### config.mk
export PLATFORM = sky130hd
export DESIGN_NAME = token_class_recognizer
export DESIGN_NICKNAME = d
export VERILOG_FILES = /design/src/rtl/tcr_pkg.sv /design/src/rtl/token_class_recognizer.sv
export SDC_FILE = /design/constraint.sdc
export NUM_CORES = 1
export LEC_CHECK = 0
export BUFFER_PORTS_ARGS = -buffer_cell sky130_fd_sc_hd__buf_2
export CORE_ASPECT_RATIO = 0.9
export CORE_UTILIZATION = 40
export DETAILED_ROUTE_END_ITERATION = 12
export GPL_TIMING_DRIVEN = 0
export HOLD_SLACK_MARGIN = 0.05
export PLACE_DENSITY = 0.66
export SLEW_MARGIN = 20
export SYNTH_ARGS = -nofsm -noshare
export SYNTH_HDL_FRONTEND = slang
export SYNTH_SLANG_ARGS = --single-unit
### constraint.sdc
create_clock -name clk -period 5 [get_ports clk]
set_input_delay 0.5 -clock clk [delete_from_list [all_inputs] [get_ports clk]]
set_output_delay 0.5 -clock clk [all_outputs]
set_load 0.02 [all_outputs]
### src/rtl/tcr_pkg.sv
// Shared widths, state types and token class codes for the token class recognizer.
package tcr_pkg;

	localparam int BYTE_W  = 8;
	localparam int CLASS_W = 4;

	typedef logic [BYTE_W-1:0]  byte_t;
	typedef logic [CLASS_W-1:0] class_t;

	// token class codes
	localparam class_t CLS_INVALID = 4'd0;
	localparam class_t CLS_SCI     = 4'd1;
	localparam class_t CLS_DEC     = 4'd2;
	localparam class_t CLS_INT     = 4'd3;
	localparam class_t CLS_KW      = 4'd4;
	localparam class_t CLS_HEX     = 4'd5;
	localparam class_t CLS_CHR     = 4'd6;
	localparam class_t CLS_AIR     = 4'd7;
	localparam class_t CLS_IDENT   = 4'd8;
	localparam class_t CLS_STR     = 4'd9;
	localparam class_t CLS_PHONE   = 4'd10;

	// recognizer state vectors, all-ones is the dead state
	typedef logic [1:0] st2_t;
	typedef logic [2:0] st3_t;
	typedef logic [3:0] st4_t;
	typedef logic [4:0] st5_t;

	localparam st2_t DEAD2 = 2'd3;
	localparam st3_t DEAD3 = 3'd7;
	localparam st4_t DEAD4 = 4'd15;
	localparam st5_t DEAD5 = 5'd31;

	// character constants
	localparam byte_t CH_E     = 8'h45;
	localparam byte_t CH_H     = 8'h48;
	localparam byte_t CH_X     = 8'h58;
	localparam byte_t CH_DOT   = 8'h2E;
	localparam byte_t CH_UNDER = 8'h5F;
	localparam byte_t CH_MINUS = 8'h2D;
	localparam byte_t CH_PLUS  = 8'h2B;
	localparam byte_t CH_QUOTE = 8'h22;
	localparam byte_t CH_SPACE = 8'h20;
	localparam byte_t CH_LPAR  = 8'h28;
	localparam byte_t CH_RPAR  = 8'h29;
	localparam byte_t CH_ZERO  = 8'h30;

endpackage

### src/rtl/token_class_recognizer.sv
// Token class recognizer: ten byte-wide recognizers and a registered class result.
//
// Usage: the bytes of one token arrive on token_byte with byte_valid, the final
// byte flagged by token_last. A byte is taken at a clock edge with byte_valid
// high and byte_stall low. Ten small state machines advance on every byte; on
// the flagged byte the first accepting class (scientific, decimal, integer,
// keyword, hex, char, aircraft, identifier, string, phone) or invalid is
// registered onto token_class with class_valid, and all machines restart.
// Bytes without token_last give no result.
// A final byte passes the input register, then the result register, before its
// result shows on token_class; it can leave while class_stall is low.
// Throughput: one byte per cycle while byte_stall is low, set by the single pass
// of next-state logic between those two registers.
// class_stall holds the result; the held byte in the input register then waits
// only if it is a final byte, and byte_stall rises while it waits. A result
// leaving in the same cycle frees the slot at once.
// Reset (arst_n low, asynchronous) empties both registers and puts every
// recognizer in its start state.
module token_class_recognizer (
	input  logic           clk,
	input  logic           arst_n,
	input  logic           byte_valid,
	output logic           byte_stall,
	input  tcr_pkg::byte_t token_byte,
	input  logic           token_last,
	output logic           class_valid,
	input  logic           class_stall,
	output tcr_pkg::class_t token_class
);
	import tcr_pkg::*;

	// character classes
	function automatic logic is_dig(input byte_t c);
		return c >= 8'h30 && c <= 8'h39;
	endfunction
	function automatic logic is_alpha(input byte_t c);
		return (c >= 8'h41 && c <= 8'h5A) || (c >= 8'h61 && c <= 8'h7A);
	endfunction
	function automatic logic is_hexd(input byte_t c);
		return is_dig(c) || (c >= 8'h41 && c <= 8'h46);
	endfunction
	function automatic logic is_sign(input byte_t c);
		return c == CH_MINUS || c == CH_PLUS;
	endfunction
	function automatic logic is_air1(input byte_t c);
		return c == 8'h41 || c == 8'h47 || c == 8'h4A || c == 8'h44 || c == 8'h50
			|| c == 8'h4C;
	endfunction
	function automatic logic is_air2(input byte_t c);
		return c == 8'h41 || c == 8'h4B || c == 8'h4D || c == 8'h4E || c == 8'h59;
	endfunction

	// scientific number
	function automatic st4_t nx_sci(input st4_t s, input byte_t c);
		st4_t n;
		n = DEAD4;
		unique case (s)
			4'd0: n = is_dig(c) ? 4'd2 : is_sign(c) ? 4'd1 : DEAD4;
			4'd1: n = is_dig(c) ? 4'd2 : DEAD4;
			4'd2: n = is_dig(c) ? 4'd2 : (c == CH_DOT) ? 4'd3 : DEAD4;
			4'd3: n = is_dig(c) ? 4'd4 : DEAD4;
			4'd4: n = is_dig(c) ? 4'd4 : (c == CH_E) ? 4'd5 : DEAD4;
			4'd5: n = (is_dig(c) && c != CH_ZERO) ? 4'd7 : is_sign(c) ? 4'd6 : DEAD4;
			4'd6: n = (is_dig(c) && c != CH_ZERO) ? 4'd7 : DEAD4;
			4'd7: n = is_dig(c) ? 4'd7 : DEAD4;
			default: n = DEAD4;
		endcase
		return n;
	endfunction

	// decimal
	function automatic st3_t nx_dec(input st3_t s, input byte_t c);
		st3_t n;
		n = DEAD3;
		unique case (s)
			3'd0: n = is_dig(c) ? 3'd2 : is_sign(c) ? 3'd1 : DEAD3;
			3'd1: n = is_dig(c) ? 3'd2 : DEAD3;
			3'd2: n = is_dig(c) ? 3'd2 : (c == CH_DOT) ? 3'd3 : DEAD3;
			3'd3, 3'd4: n = is_dig(c) ? 3'd4 : DEAD3;
			default: n = DEAD3;
		endcase
		return n;
	endfunction

	// integer
	function automatic st2_t nx_int(input st2_t s, input byte_t c);
		st2_t n;
		n = DEAD2;
		unique case (s)
			2'd0: n = is_dig(c) ? 2'd2 : is_sign(c) ? 2'd1 : DEAD2;
			2'd1, 2'd2: n = is_dig(c) ? 2'd2 : DEAD2;
			default: n = DEAD2;
		endcase
		return n;
	endfunction

	// keywords FUNCTION, IF, ELSE, END, WHILE, WRITE
	function automatic st5_t nx_kw(input st5_t s, input byte_t c);
		st5_t n;
		n = DEAD5;
		unique case (s)
			5'd0: n = (c == 8'h46) ? 5'd1 : (c == 8'h49) ? 5'd9 :
				(c == CH_E) ? 5'd11 : (c == 8'h57) ? 5'd17 : DEAD5;
			5'd1:  n = (c == 8'h55) ? 5'd2 : DEAD5;
			5'd2:  n = (c == 8'h4E) ? 5'd3 : DEAD5;
			5'd3:  n = (c == 8'h43) ? 5'd4 : DEAD5;
			5'd4:  n = (c == 8'h54) ? 5'd5 : DEAD5;
			5'd5:  n = (c == 8'h49) ? 5'd6 : DEAD5;
			5'd6:  n = (c == 8'h4F) ? 5'd7 : DEAD5;
			5'd7:  n = (c == 8'h4E) ? 5'd8 : DEAD5;
			5'd9:  n = (c == 8'h46) ? 5'd10 : DEAD5;
			5'd11: n = (c == 8'h4C) ? 5'd12 : (c == 8'h4E) ? 5'd15 : DEAD5;
			5'd12: n = (c == 8'h53) ? 5'd13 : DEAD5;
			5'd13: n = (c == CH_E) ? 5'd14 : DEAD5;
			5'd15: n = (c == 8'h44) ? 5'd16 : DEAD5;
			5'd17: n = (c == CH_H) ? 5'd18 : (c == 8'h52) ? 5'd22 : DEAD5;
			5'd18: n = (c == 8'h49) ? 5'd19 : DEAD5;
			5'd19: n = (c == 8'h4C) ? 5'd20 : DEAD5;
			5'd20: n = (c == CH_E) ? 5'd21 : DEAD5;
			5'd22: n = (c == 8'h49) ? 5'd23 : DEAD5;
			5'd23: n = (c == 8'h54) ? 5'd24 : DEAD5;
			5'd24: n = (c == CH_E) ? 5'd25 : DEAD5;
			default: n = DEAD5;
		endcase
		return n;
	endfunction

	// hexadecimal with H suffix
	function automatic st2_t nx_hex(input st2_t s, input byte_t c);
		st2_t n;
		n = DEAD2;
		unique case (s)
			2'd0: n = is_hexd(c) ? 2'd1 : DEAD2;
			2'd1: n = is_hexd(c) ? 2'd1 : (c == CH_H) ? 2'd2 : DEAD2;
			default: n = DEAD2;
		endcase
		return n;
	endfunction

	// character literal: two hex digits then X
	function automatic st3_t nx_chr(input st3_t s, input byte_t c);
		st3_t n;
		n = DEAD3;
		unique case (s)
			3'd0: n = is_hexd(c) ? 3'd1 : DEAD3;
			3'd1: n = is_hexd(c) ? 3'd2 : DEAD3;
			3'd2: n = (c == CH_X) ? 3'd3 : DEAD3;
			default: n = DEAD3;
		endcase
		return n;
	endfunction

	// aircraft code
	function automatic st4_t nx_air(input st4_t s, input byte_t c);
		st4_t n;
		n = DEAD4;
		unique case (s)
			4'd0: n = is_air1(c) ? 4'd1 : DEAD4;
			4'd1: n = is_dig(c) ? 4'd2 : DEAD4;
			4'd2: n = is_dig(c) ? 4'd3 : is_air2(c) ? 4'd4 : DEAD4;
			4'd3: n = is_air2(c) ? 4'd4 : DEAD4;
			4'd4: n = is_dig(c) ? 4'd5 : DEAD4;
			4'd5: n = (c == CH_MINUS) ? 4'd7 : is_dig(c) ? 4'd6 : DEAD4;
			4'd6: n = (c == CH_MINUS) ? 4'd7 : DEAD4;
			4'd7: n = is_air1(c) ? 4'd8 : DEAD4;
			default: n = DEAD4;
		endcase
		return n;
	endfunction

	// identifier
	function automatic st2_t nx_ident(input st2_t s, input byte_t c);
		st2_t n;
		n = DEAD2;
		unique case (s)
			2'd0: n = is_alpha(c) ? 2'd1 : DEAD2;
			2'd1: n = (is_alpha(c) || is_dig(c) || c == CH_UNDER) ? 2'd1 : DEAD2;
			default: n = DEAD2;
		endcase
		return n;
	endfunction

	// string literal, no spaces inside
	function automatic st3_t nx_str(input st3_t s, input byte_t c);
		st3_t n;
		logic body;
		body = c != CH_SPACE && c != CH_QUOTE;
		n = DEAD3;
		unique case (s)
			3'd0: n = (c == CH_QUOTE) ? 3'd1 : DEAD3;
			3'd1: n = body ? 3'd2 : DEAD3;
			3'd2: n = body ? 3'd2 : (c == CH_QUOTE) ? 3'd3 : DEAD3;
			default: n = DEAD3;
		endcase
		return n;
	endfunction

	// phone number: digit runs with separators
	function automatic st5_t nx_phone(input st5_t s, input byte_t c);
		st5_t n;
		logic d;
		d = is_dig(c);
		n = DEAD5;
		unique case (s)
			5'd0:  n = d ? 5'd1 : (c == CH_LPAR) ? 5'd4 : DEAD5;
			5'd3:  n = (c == CH_DOT) ? 5'd8 : (c == CH_MINUS) ? 5'd12 : DEAD5;
			5'd7:  n = (c == CH_RPAR) ? 5'd12 : DEAD5;
			5'd11: n = (c == CH_DOT) ? 5'd16 : DEAD5;
			5'd15: n = (c == CH_MINUS) ? 5'd16 : DEAD5;
			5'd1, 5'd2, 5'd4, 5'd5, 5'd6, 5'd8, 5'd9, 5'd10,
			5'd12, 5'd13, 5'd14, 5'd16, 5'd17, 5'd18, 5'd19:
				n = d ? s + 5'd1 : DEAD5;
			default: n = DEAD5;
		endcase
		return n;
	endfunction

	logic   valid_s1;
	byte_t  byte_s1;
	logic   last_s1;
	logic   adv;
	logic   out_valid_q;
	class_t class_q;

	st4_t sci_q;
	st3_t dec_q;
	st2_t int_q;
	st5_t kw_q;
	st2_t hex_q;
	st3_t chr_q;
	st4_t air_q;
	st2_t ident_q;
	st3_t str_q;
	st5_t phone_q;

	st4_t sci_d;
	st3_t dec_d;
	st2_t int_d;
	st5_t kw_d;
	st2_t hex_d;
	st3_t chr_d;
	st4_t air_d;
	st2_t ident_d;
	st3_t str_d;
	st5_t phone_d;
	class_t class_d;

	// handshake: a non-final byte never waits; a final one needs the result slot
	assign adv        = valid_s1 && (!last_s1 || !out_valid_q || !class_stall);
	assign byte_stall = valid_s1 && !adv;

	// input register
	always_ff @(posedge clk or negedge arst_n) begin
		if (!arst_n) begin
			valid_s1 <= 1'b0;
		end else if (!byte_stall) begin
			valid_s1 <= byte_valid;
		end
	end

	always_ff @(posedge clk) begin
		if (!byte_stall && byte_valid) begin
			byte_s1 <= token_byte;
			last_s1 <= token_last;
		end
	end

	// next states of all recognizers
	always_comb begin
		sci_d   = nx_sci(sci_q, byte_s1);
		dec_d   = nx_dec(dec_q, byte_s1);
		int_d   = nx_int(int_q, byte_s1);
		kw_d    = nx_kw(kw_q, byte_s1);
		hex_d   = nx_hex(hex_q, byte_s1);
		chr_d   = nx_chr(chr_q, byte_s1);
		air_d   = nx_air(air_q, byte_s1);
		ident_d = nx_ident(ident_q, byte_s1);
		str_d   = nx_str(str_q, byte_s1);
		phone_d = nx_phone(phone_q, byte_s1);
	end

	// first accepting class in priority order
	always_comb begin
		priority if (sci_d == 4'd7) begin
			class_d = CLS_SCI;
		end else if (dec_d == 3'd4) begin
			class_d = CLS_DEC;
		end else if (int_d == 2'd2) begin
			class_d = CLS_INT;
		end else if (kw_d == 5'd8 || kw_d == 5'd10 || kw_d == 5'd14 || kw_d == 5'd16
			|| kw_d == 5'd21 || kw_d == 5'd25) begin
			class_d = CLS_KW;
		end else if (hex_d == 2'd2) begin
			class_d = CLS_HEX;
		end else if (chr_d == 3'd3) begin
			class_d = CLS_CHR;
		end else if (air_d == 4'd4 || air_d == 4'd5 || air_d == 4'd6 || air_d == 4'd8) begin
			class_d = CLS_AIR;
		end else if (ident_d == 2'd1) begin
			class_d = CLS_IDENT;
		end else if (str_d == 3'd3) begin
			class_d = CLS_STR;
		end else if (phone_d == 5'd20) begin
			class_d = CLS_PHONE;
		end else begin
			class_d = CLS_INVALID;
		end
	end

	// recognizer states; restart after the final byte
	always_ff @(posedge clk or negedge arst_n) begin
		if (!arst_n) begin
			sci_q   <= '0;
			dec_q   <= '0;
			int_q   <= '0;
			kw_q    <= '0;
			hex_q   <= '0;
			chr_q   <= '0;
			air_q   <= '0;
			ident_q <= '0;
			str_q   <= '0;
			phone_q <= '0;
		end else if (adv) begin
			if (last_s1) begin
				sci_q   <= '0;
				dec_q   <= '0;
				int_q   <= '0;
				kw_q    <= '0;
				hex_q   <= '0;
				chr_q   <= '0;
				air_q   <= '0;
				ident_q <= '0;
				str_q   <= '0;
				phone_q <= '0;
			end else begin
				sci_q   <= sci_d;
				dec_q   <= dec_d;
				int_q   <= int_d;
				kw_q    <= kw_d;
				hex_q   <= hex_d;
				chr_q   <= chr_d;
				air_q   <= air_d;
				ident_q <= ident_d;
				str_q   <= str_d;
				phone_q <= phone_d;
			end
		end
	end

	// result register
	always_ff @(posedge clk or negedge arst_n) begin
		if (!arst_n) begin
			out_valid_q <= 1'b0;
		end else if (adv && last_s1) begin
			out_valid_q <= 1'b1;
		end else if (!class_stall) begin
			out_valid_q <= 1'b0;
		end
	end

	always_ff @(posedge clk) begin
		if (adv && last_s1) begin
			class_q <= class_d;
		end
	end

	assign class_valid = out_valid_q;
	assign token_class = class_q;

endmodule

==> results.md, run 1 <==
* Critical Path End: token_class[1]
* Share of the synthesized area in the top cell type at 22.3%
* Number of global-route vias before repair at 3641
* Ys Warns at 0
* Layout cells sized above 1 at 10.0%
* P&R area growth vs syn at 9.17%
* Adder-cell area share of the yosys netlist at 2.23%
* Critical path class: reg -> reg
* Largest net degree at the start of global routing at 36
* Layout Utilization at 46.0%
* RR Endpoint: token_class[1]
* Setup total negative slack at 0 ps
* Worst EP arrival at 3780 ps
* Syn Area/Cell at 7.96 um^2
* RSZ-0062 raised after global routing: false
* Clock Skew at 5.13 ps
* Ant diodes at 0
* I/O pin total at 19
* Final ANT Viol Nets at 0
* Global-route wire length before repair at 18.9 mm
* R2r setup slk at 1290 ps
* Critical path launch point type: flip-flop
* PostCTS Resize Cnt at 0
* Setup bufs post-CTS at 0
* H-tree levels at 2
* Die width at 106 um
* Per-cell routed wire length at 18.1 um
* Detailed placer's ending HPWL at 8.63 mm
* Worst EP required at 5070 ps
* Fmax at 0.269 GHz
* Most frequent cells in the layout: nor2_1, nand2_1, a21oi_1, dfrtp_1, o21ai_0
* TritonCTS buffer count at 5
* Starting density of the core at 42.1%
* CTS Hold Buffers Added at 0
* Most common cell after layout, fill and taps aside: nor2_1
* Via count at 4037
* Via density at 6.29
* DRT iter0 DRCs at 422
* Crit-path max FO at 8
* Setup slack at placement at 1300 ps
* Die area at 10200 um^2
* Worst slew pin tran at 821 ps
* Fraction of registers with async set/reset at 72.9%
* Crit end category: flip-flop
* Max Root-Sink Buffers at 2
* Number of synthesized flops with an enable pin at 13
* Final worst-path cycle share at 74.2%
* Yosys top cell by area: dfrtp_1
* Compound-Gate Fraction of Synth Area at 25.8%
* Slew headroom at 45.3%
* Latest clock arrival within the worst-skew pair at 310 ps
* Placed inst area at 4170 um^2
* DRC viols at 0
* Maxcap violations at 0
* Final setup margin at 1290 ps
* Tot Pwr at 0.00207 W
* CTS tree: built
* CTS Sinks at 48
* Main combinational cell family by area after synthesis: simple AND/OR/NAND/NOR gates
* Synth Area in Simple Gates at 32.1%
* GRT Total Usage at 23.7%
* Synth Register Bits at 48
* Distinct cells, synth at 76
* Status: finished, final reports clean
* Site Rows at 33
* Clk slew on worst S/H paths at 100 ps
* Final setup vio count at 0
* RR Startpoint: byte_s1[5]
* Worst R2R Path Depth at 9
* Antenna violations before repair at 0
* Pleak at 1.71 nW
* WL final at 11.7 mm
* Router iterations before antenna repair at 5
* Hold Path Class: in -> async
* Port bufs at 18
* GPL Wtd Cong at 0.955
* Slew Limit Fails at 0
* Fin area at 4290 um^2
* GRT overflow at 0
* Crit path from: byte_s1[5]
* Post-Synth XOR/XNOR Area at 1.34%
* Mux contribution to synthesized area at 0.287%
* Register area share after synthesis at 32.2%
* Power Density at 483 nW/um^2
* Syn Nets at 514
* Clock Tree Root: clkbuf_8
* Layout Nets at 539
* Core region area at 9330 um^2
* Die outline height at 96.0 um
* Post-Syn Area at 3930 um^2
* Tmin final at 3710 ps
* Synthesized instance count at 494
* Area contributors post-synth: dfrtp_1, edfxtp_1, nor2_1
* Max rail drop VDD at 0.000232 V
* Primary FF master, synth: dfrtp_1
* Final hold vios at 0
==> power breakdown <==
group	switching [W]	internal (W)	leakage, nW	total, W
Clock	0.000142	0.000148	0.0558	0.000290
Sequential	0.0000698	0.000492	0.553	0.000562
Combinational	0.000753	0.000468	1.10	0.00122
==> flip-flops by register name, indices dropped and copies added (netlist names), 2 cells and up <==
| name | cells |
|---|---|
| byte_s1 | 8 |
| kw_q | 5 |
| phone_q | 5 |
| air_q | 4 |
| sci_q | 4 |
| token_class | 4 |
| chr_q | 3 |
| dec_q | 3 |
| str_q | 3 |
| hex_q | 2 |
| ident_q | 2 |
| int_q | 2 |
==> routing by layer <==
| layer | global-route usage, % | share of wire, % |
|---|---|---|
| met2 | 36.2 | 44 |
| met3 | 3.99 | 9.2 |
| met5 | 0 | 0 |
| met4 | 7.08 | 1.6 |
| met1 | 34.3 | 45 |
==> cell families after synthesis <==
kind of cell,count (synthesis)
AOI/OAI and AO/OA,151
DFF,48
adders and majority gates,7
muxes,1
and+or+nand+nor,223
buffers and inverters,58
xor gates and xnor gates,6
==> layout make-up <==
type,count,area [um^2]
Clock inverter,3,42.5
Clock buffer,5,68.8
Fill cell,940,5040
Inverter,22,82.6
Buffer,36,154
Timing Repair Buffer,18,90.1
Sequential cell,48,1270
Multi-Input combinational cell,388,2430
Tap cell,122,153
==> critical path, stage by stage (launching register included) <==
cell      delay [ps]
edfxtp_1         540
nor4b_4          640
nand3_1          370
a211oi_1         330
nand3_1          180
nand4b_1         320
or4_1            560
o211a_1          180
nor2b_4          150
a31o_1           210
==> how the worst min path moves through the flow <==
stage / from / endpoint / slack [ps] / cells after the start
floorplan: arst_n / air_q[0] / 200 / 0
CTS: arst_n / int_q[0] / 300 / 1
global placement: hex_q[0] / hex_q[0] / 460 / 2
global route: arst_n / int_q[0] / 340 / 1
finish: arst_n / int_q[1] / 270 / 1
detailed placement: hex_q[0] / hex_q[0] / 470 / 2
==> stage by stage <==
step,cells,hold slack (ps)
6_report,642,274
2_1_floorplan,494,204
3_5_place_dp,634,474
3_3_place_gp,634,458
5_1_grt,642,339
4_1_cts,642,301
==> cell usage after synthesis (6+ instances only) <==
master / instances
a31oi_1: 9
nor3_1: 13
a211oi_1: 6
nand3_1: 15
inv_1: 22
nor2_1: 52
buf_2: 9
nor4_1: 6
clkbuf_1: 23
o211ai_1: 6
nand3b_1: 7
ha_1: 7
a311oi_1: 6
nand2b_1: 12
nand4b_1: 8
nor2b_1: 10
dfrtp_1: 35
o22ai_1: 9
edfxtp_1: 13
a21oi_1: 35
nand2_1: 48
o21ai_0: 34
Power figures use the tool's default switching activity.
==> run 2, diff against run 1 <==
==> constraint.sdc (replaced) <==
create_clock -name clk -period 3.8 [get_ports clk]
set_input_delay 0.38 -clock clk [delete_from_list [all_inputs] [get_ports clk]]
set_output_delay 0.38 -clock clk [all_outputs]
set_load 0.02 [all_outputs]
==> results.md, run 2 (synthesis results as in run 1) <==
* Clock Tree Root: clkbuf_8
* Fmax at 0.276 GHz (+2.5%)
* Tot Pwr at 0.00273 W (+32%)
* Site Rows at 33 (unchanged)
* Critical path launch point type: flip-flop
* Worst slew pin tran at 826 ps (+5.29 ps)
* Regs by FF count: byte_s1: 8 flops, kw_q: 5 flops, phone_q: 5 flops
* Crit-path max FO at 10 (+2)
* Layout Utilization at 46.1% (+0.16 points)
* Final setup vio count at 0 (unchanged)
* Die outline height at 96.0 um (unchanged)
* Die width at 106 um (unchanged)
* Critical path class: reg -> reg
* Setup slack at placement at 95.0 ps (-1200 ps)
* Slew headroom at 44.9% (-0.35 points)
* Final ANT Viol Nets at 0 (unchanged)
* Worst EP arrival at 3690 ps (-90 ps)
* I/O pin total at 19 (unchanged)
* Cell family with the largest share of critical-path delay: simple AND/OR/NAND/NOR gates
* Port bufs at 18 (unchanged)
* Per-cell routed wire length at 18.1 um (-0.38%)
* Via count at 4038 (+0.025%)
* Layout cells sized above 1 at 10.3% (+0.34 points)
* Global-route wire length before repair at 18.9 mm (unchanged)
* TritonCTS buffer count at 5 (unchanged)
* Starting density of the core at 42.1% (unchanged)
* Tmin final at 3620 ps (-92.0 ps)
* Largest net degree at the start of global routing at 36 (unchanged)
* Clock Skew at 7.81 ps (+2.68 ps)
* GRT overflow at 0 (unchanged)
* Max reg flops at 8 (unchanged)
* Number of global-route vias before repair at 3641 (unchanged)
* Core region area at 9330 um^2 (unchanged)
* Crit end category: flip-flop
* PostCTS Resize Cnt at 0 (unchanged)
* DRC viols at 0 (unchanged)
* Worst Path Buf+Inv at 1 (+1)
* H-tree levels at 2 (unchanged)
* Via density at 6.27 (-0.29%)
* GPL Wtd Cong at 0.955 (unchanged)
* CTS tree: built
* Antenna violations before repair at 0 (unchanged)
* Most frequent cells in the layout: nor2_1, nand2_1, a21oi_1, dfrtp_1, o21ai_0
* Slowest CP cell: nor4bb_1
* Router iterations before antenna repair at 5 (unchanged)
* Maxcap violations at 0 (unchanged)
* Ant diodes at 0 (unchanged)
* Most common cell after layout, fill and taps aside: nor2_1
* Setup total negative slack at 0 ps (unchanged)
* FF/Latch Area at 1270 um^2 (unchanged)
* Top reg by flops: byte_s1
* Worst EP required at 3870 ps (-1200 ps)
* Final setup margin at 180 ps (-1110 ps)
* Status: finished, final reports clean
* Critical Path Max Stage Delay at 680 ps (+40 ps)
* Layout Nets at 541 (+0.37%)
* Final worst-path cycle share at 95.3% (+21 points)
* WHS at 157 ps (-118 ps)
* Fill cells at 937 (-0.32%)
* Final hold vios at 0 (unchanged)
* Detailed placer's ending HPWL at 8.63 mm (unchanged)
* Max Root-Sink Buffers at 2 (unchanged)
* Critical Path, Cell by Cell: clkbuf_1 > nor4bb_1 > a2111oi_0 > a211o_1 > or4_1 > a2111o_1 > o211a_1 > nor2b_4 > a31o_1
* Slew Limit Fails at 0 (unchanged)
* WL final at 11.6 mm (about the same)
* RSZ-0062 raised after global routing: false
* Area of the multi-input gates at 2430 um^2 (unchanged)
* DRT iter0 DRCs at 406 (-3.8%)
* Max rail drop VDD at 0.000306 V (+31%)
* GRT Total Usage at 23.7% (unchanged)
* Power Density at 634 nW/um^2 (+31%)
* Clk slew on worst S/H paths at 100 ps (about the same)
* Die area at 10200 um^2 (unchanged)
* Latest clock arrival within the worst-skew pair at 310 ps (about the same)
* P&R area growth vs syn at 9.55%
* CTS Sinks at 48 (unchanged)
* Pleak at 1.72 nW (+0.63%)
* Hold Path Class: in -> async
[run 2: cell count changes in the layout (fill, tap and decap cells not counted)]
cell   before  now
buf_4       2    4
[run 2: worst paths after layout]
| check | from | end | slack [ps] | depth (start not counted) |
|---|---|---|---|---|
| setup / recovery | byte_s1[2] | token_class[1] | 180 | 9 |
| hold / removal | arst_n | int_q[0] | 160 | 1 |
| setup reg to reg | byte_s1[2] | token_class[1] | 180 | 9 |
| hold reg to reg | hex_q[0] | hex_q[0] | 500 | 2 |
| max in group asynchronous | arst_n | hex_q[0] | 3120 | 1 |
| min in group clk | token_byte[4] | byte_s1[4] | 250 | 1 |
[run 2: where the power goes]
part | switching, W | leakage (nW) | internal [W]
clock | 0.000187 | 0.0558 | 0.000195
combinational | 0.000990 | 1.11 | 0.000617
sequential | 0.0000922 | 0.553 | 0.000648
total | 0.00127 | 1.72 | 0.00146
[run 2: repair_timing]
action                                  CTS  global route
buffers inserted                          0             2
endpoints found under the setup margin    0             1
hold buffers                              0             0
[run 2: stage by stage]
stage | std cells | instance area, um^2
floorplan | 494 | 3930
global placement | 634 | 4170
detailed placement | 634 | 4170
CTS | 642 | 4280
global route | 644 | 4310
finish | 644 | 4310
[run 2: final cells by class]
cell class,count,share of cell area (%)
multi-input combinational,388,56.5
sequential,48,29.4
buffer,36,3.57
tap,122,3.55
timing repair buffer,20,2.44
inverter,22,1.92
clock buffer,5,1.60
clock inverter,3,0.988
[run 2: layer usage]
metal	global-route usage (%)	routed length [um]	share of wire, %	up-vias
met2	36.2	5080	44	184
li1	-	-	-	1888
met1	34.3	5450	47	1946
met5	0	0	0	-
met3	3.99	909	7.8	20
met4	7.08	204	1.8	0
==> run 3, diff against run 2 <==
--- a/config.mk
+++ b/config.mk
@@ -7,6 +7,7 @@
 export LEC_CHECK = 0
 export BUFFER_PORTS_ARGS = -buffer_cell sky130_fd_sc_hd__buf_2
 export CORE_ASPECT_RATIO = 0.9
+export CORE_MARGIN = 3
 export CORE_UTILIZATION = 40
 export DETAILED_ROUTE_END_ITERATION = 12
 export GPL_TIMING_DRIVEN = 0
==> results.md, run 3 (synthesis results as in run 1) <==
* Status: finished, final reports clean
* Slew Limit Fails at 0 (unchanged)
* Per-cell routed wire length at 17.8 um (-1.3%)
* Die outline height at 100 um (+4.2%)
* Ant diodes at 0 (unchanged)
* Met2 usage at 31.6% (-4.6 points)
* Setup total negative slack at 0 ps (unchanged)
* Die area at 11100 um^2 (+8.1%)
* P&R area growth vs syn at 9.26%
* Layout Nets at 539 (-0.37%)
* Tmin final at 3610 ps (-7.19 ps)
* H-tree levels at 2 (unchanged)
* DRT iter0 DRCs at 289 (-29%)
* Worst slew pin tran at 827 ps (+1.45 ps)
* Most frequent cells in the layout: nor2_1, nand2_1, a21oi_1, dfrtp_1, o21ai_0
* Critical path class: reg -> reg
* I/O pin total at 19 (unchanged)
* Max reg flops at 8 (unchanged)
* TritonCTS buffer count at 5 (unchanged)
* CTS tree: built
* Via density at 6.27 (about the same)
* Core region area at 9330 um^2 (unchanged)
* WL final at 11.5 mm (-1.6%)
* Clk slew on worst S/H paths at 100 ps (about the same)
* Latest clock arrival within the worst-skew pair at 310 ps (about the same)
* Crit end category: flip-flop
* Pleak at 1.71 nW (-0.68%)
* Layout cells sized above 1 at 10.2% (-0.15 points)
* GRT Total Usage at 20.5% (-3.2 points)
* Final hold vios at 0 (unchanged)
* Final worst-path cycle share at 95.1% (-0.19 points)
* Busiest grt layer: met2
* Clock Skew at 12.5 ps (+4.74 ps)
* Top reg by flops: byte_s1
* GRT overflow at 0 (unchanged)
* CTS Hold Buffers Added at 0 (unchanged)
* Regs by FF count: byte_s1: 8 flops, kw_q: 5 flops, phone_q: 5 flops
* Met1 Track Usage GR at 30.2% (-4.1 points)
* Clock Tree Root: clkbuf_8
* DRC viols at 0 (unchanged)
* Setup slack at placement at 280 ps (+185 ps)
* Antenna violations before repair at 0 (unchanged)
* Setup bufs post-CTS at 0 (unchanged)
* Power Density at 633 nW/um^2 (-0.17%)
* Via count at 4028 (-0.25%)
* Final setup vio count at 0 (unchanged)
* Hold Path Class: in -> async
* Final setup margin at 188 ps (+7.19 ps)
* CTS Sinks at 48 (unchanged)
* Final ANT Viol Nets at 0 (unchanged)
* Global-route wire length before repair at 18.7 mm (-0.88%)
* RSZ-0062 raised after global routing: false
* GPL Wtd Cong at 0.982 (+2.8%)
* Number of global-route vias before repair at 3693 (+1.4%)
* Max Root-Sink Buffers at 2 (unchanged)
* Worst EP required at 3870 ps (about the same)
* Maxcap violations at 0 (unchanged)
* Port bufs at 18 (unchanged)
* PostCTS Resize Cnt at 0 (unchanged)
* Largest net degree at the start of global routing at 36 (unchanged)
* Site Rows at 33 (unchanged)
* Starting density of the core at 42.1% (unchanged)
* Die width at 110 um (+3.8%)
* Detailed placer's ending HPWL at 8.48 mm (-1.8%)
* Slew headroom at 44.8% (-0.096 points)
* Critical path launch point type: flip-flop
* Crit-path max FO at 10 (unchanged)
* Met3 Use GR at 3.68% (-0.32 points)
* Max rail drop VDD at 0.000328 V (+7.3%)
* Most common cell after layout, fill and taps aside: nor2_1
* Worst EP arrival at 3690 ps (about the same)
* Router iterations before antenna repair at 5 (unchanged)
* Fmax at 0.277 GHz (+0.20%)
## run 3: changes by cell type in the layout (fill, tap and decap cells not counted)
cell and delta:
clkinvlp_4 +1, buf_4 -2, clkinv_1 -1, inv_6 +1
clkinv_4 -1
## run 3: layer usage
metal | up-vias | wire [um]
met5 | - | 0
met4 | 0 | 139
met3 | 12 | 815
met1 | 1945 | 5560
met2 | 174 | 4940
li1 | 1897 | -
## run 3: critical path, cell delays in order, from the launching register on
cell and delay, ps:
edfxtp_1 440, clkbuf_1 260, nor4bb_1 650, a2111oi_0 260
a211o_1 350, nand4b_1 210, a211o_1 290, or4_1 400
o211a_1 170, nor2b_4 140, a31o_1 210
## run 3: worst paths after layout
kind	start	endpoint	slack, ps	depth (start not counted)
min reg2reg	ident_q[0]	ident_q[0]	500	2
min in group clk	token_last	last_s1	250	1
max in group asynchronous	arst_n	air_q[2]	3110	1
max reg2reg	byte_s1[2]	token_class[1]	190	10
min	arst_n	int_q[0]	160	1
max	byte_s1[2]	token_class[1]	190	10
## run 3: through the flow
step	cells	total power [W]	hold slack [ps]	util (%)	cell area (um^2)
floorplan	494	0.00194	84.4	-	3930
global placement	634	0.00229	457	44.7	4170
detailed placement	634	0.00230	473	44.8	4180
CTS	642	0.00269	183	46.0	4290
global route	642	0.00294	210	46.0	4290
finish	642	0.00272	155	46.0	4290
## run 3: cell type report
cell class              instances  area (um^2)
well taps                     122          153
plain buffers                  36          154
inverters                      22         82.6
fillers                       931         5040
flip-flops and latches         48         1270
clock buffers                   5         68.8
clock inverters                 3         46.3
multi-input cells             388         2430
repair buffers                 18         90.1
## run 3: report_power, final
group,switching (W),internal [W]
Sequential,0.0000909,0.000648
Combinational,0.000975,0.000617
Clock,0.000189,0.000198
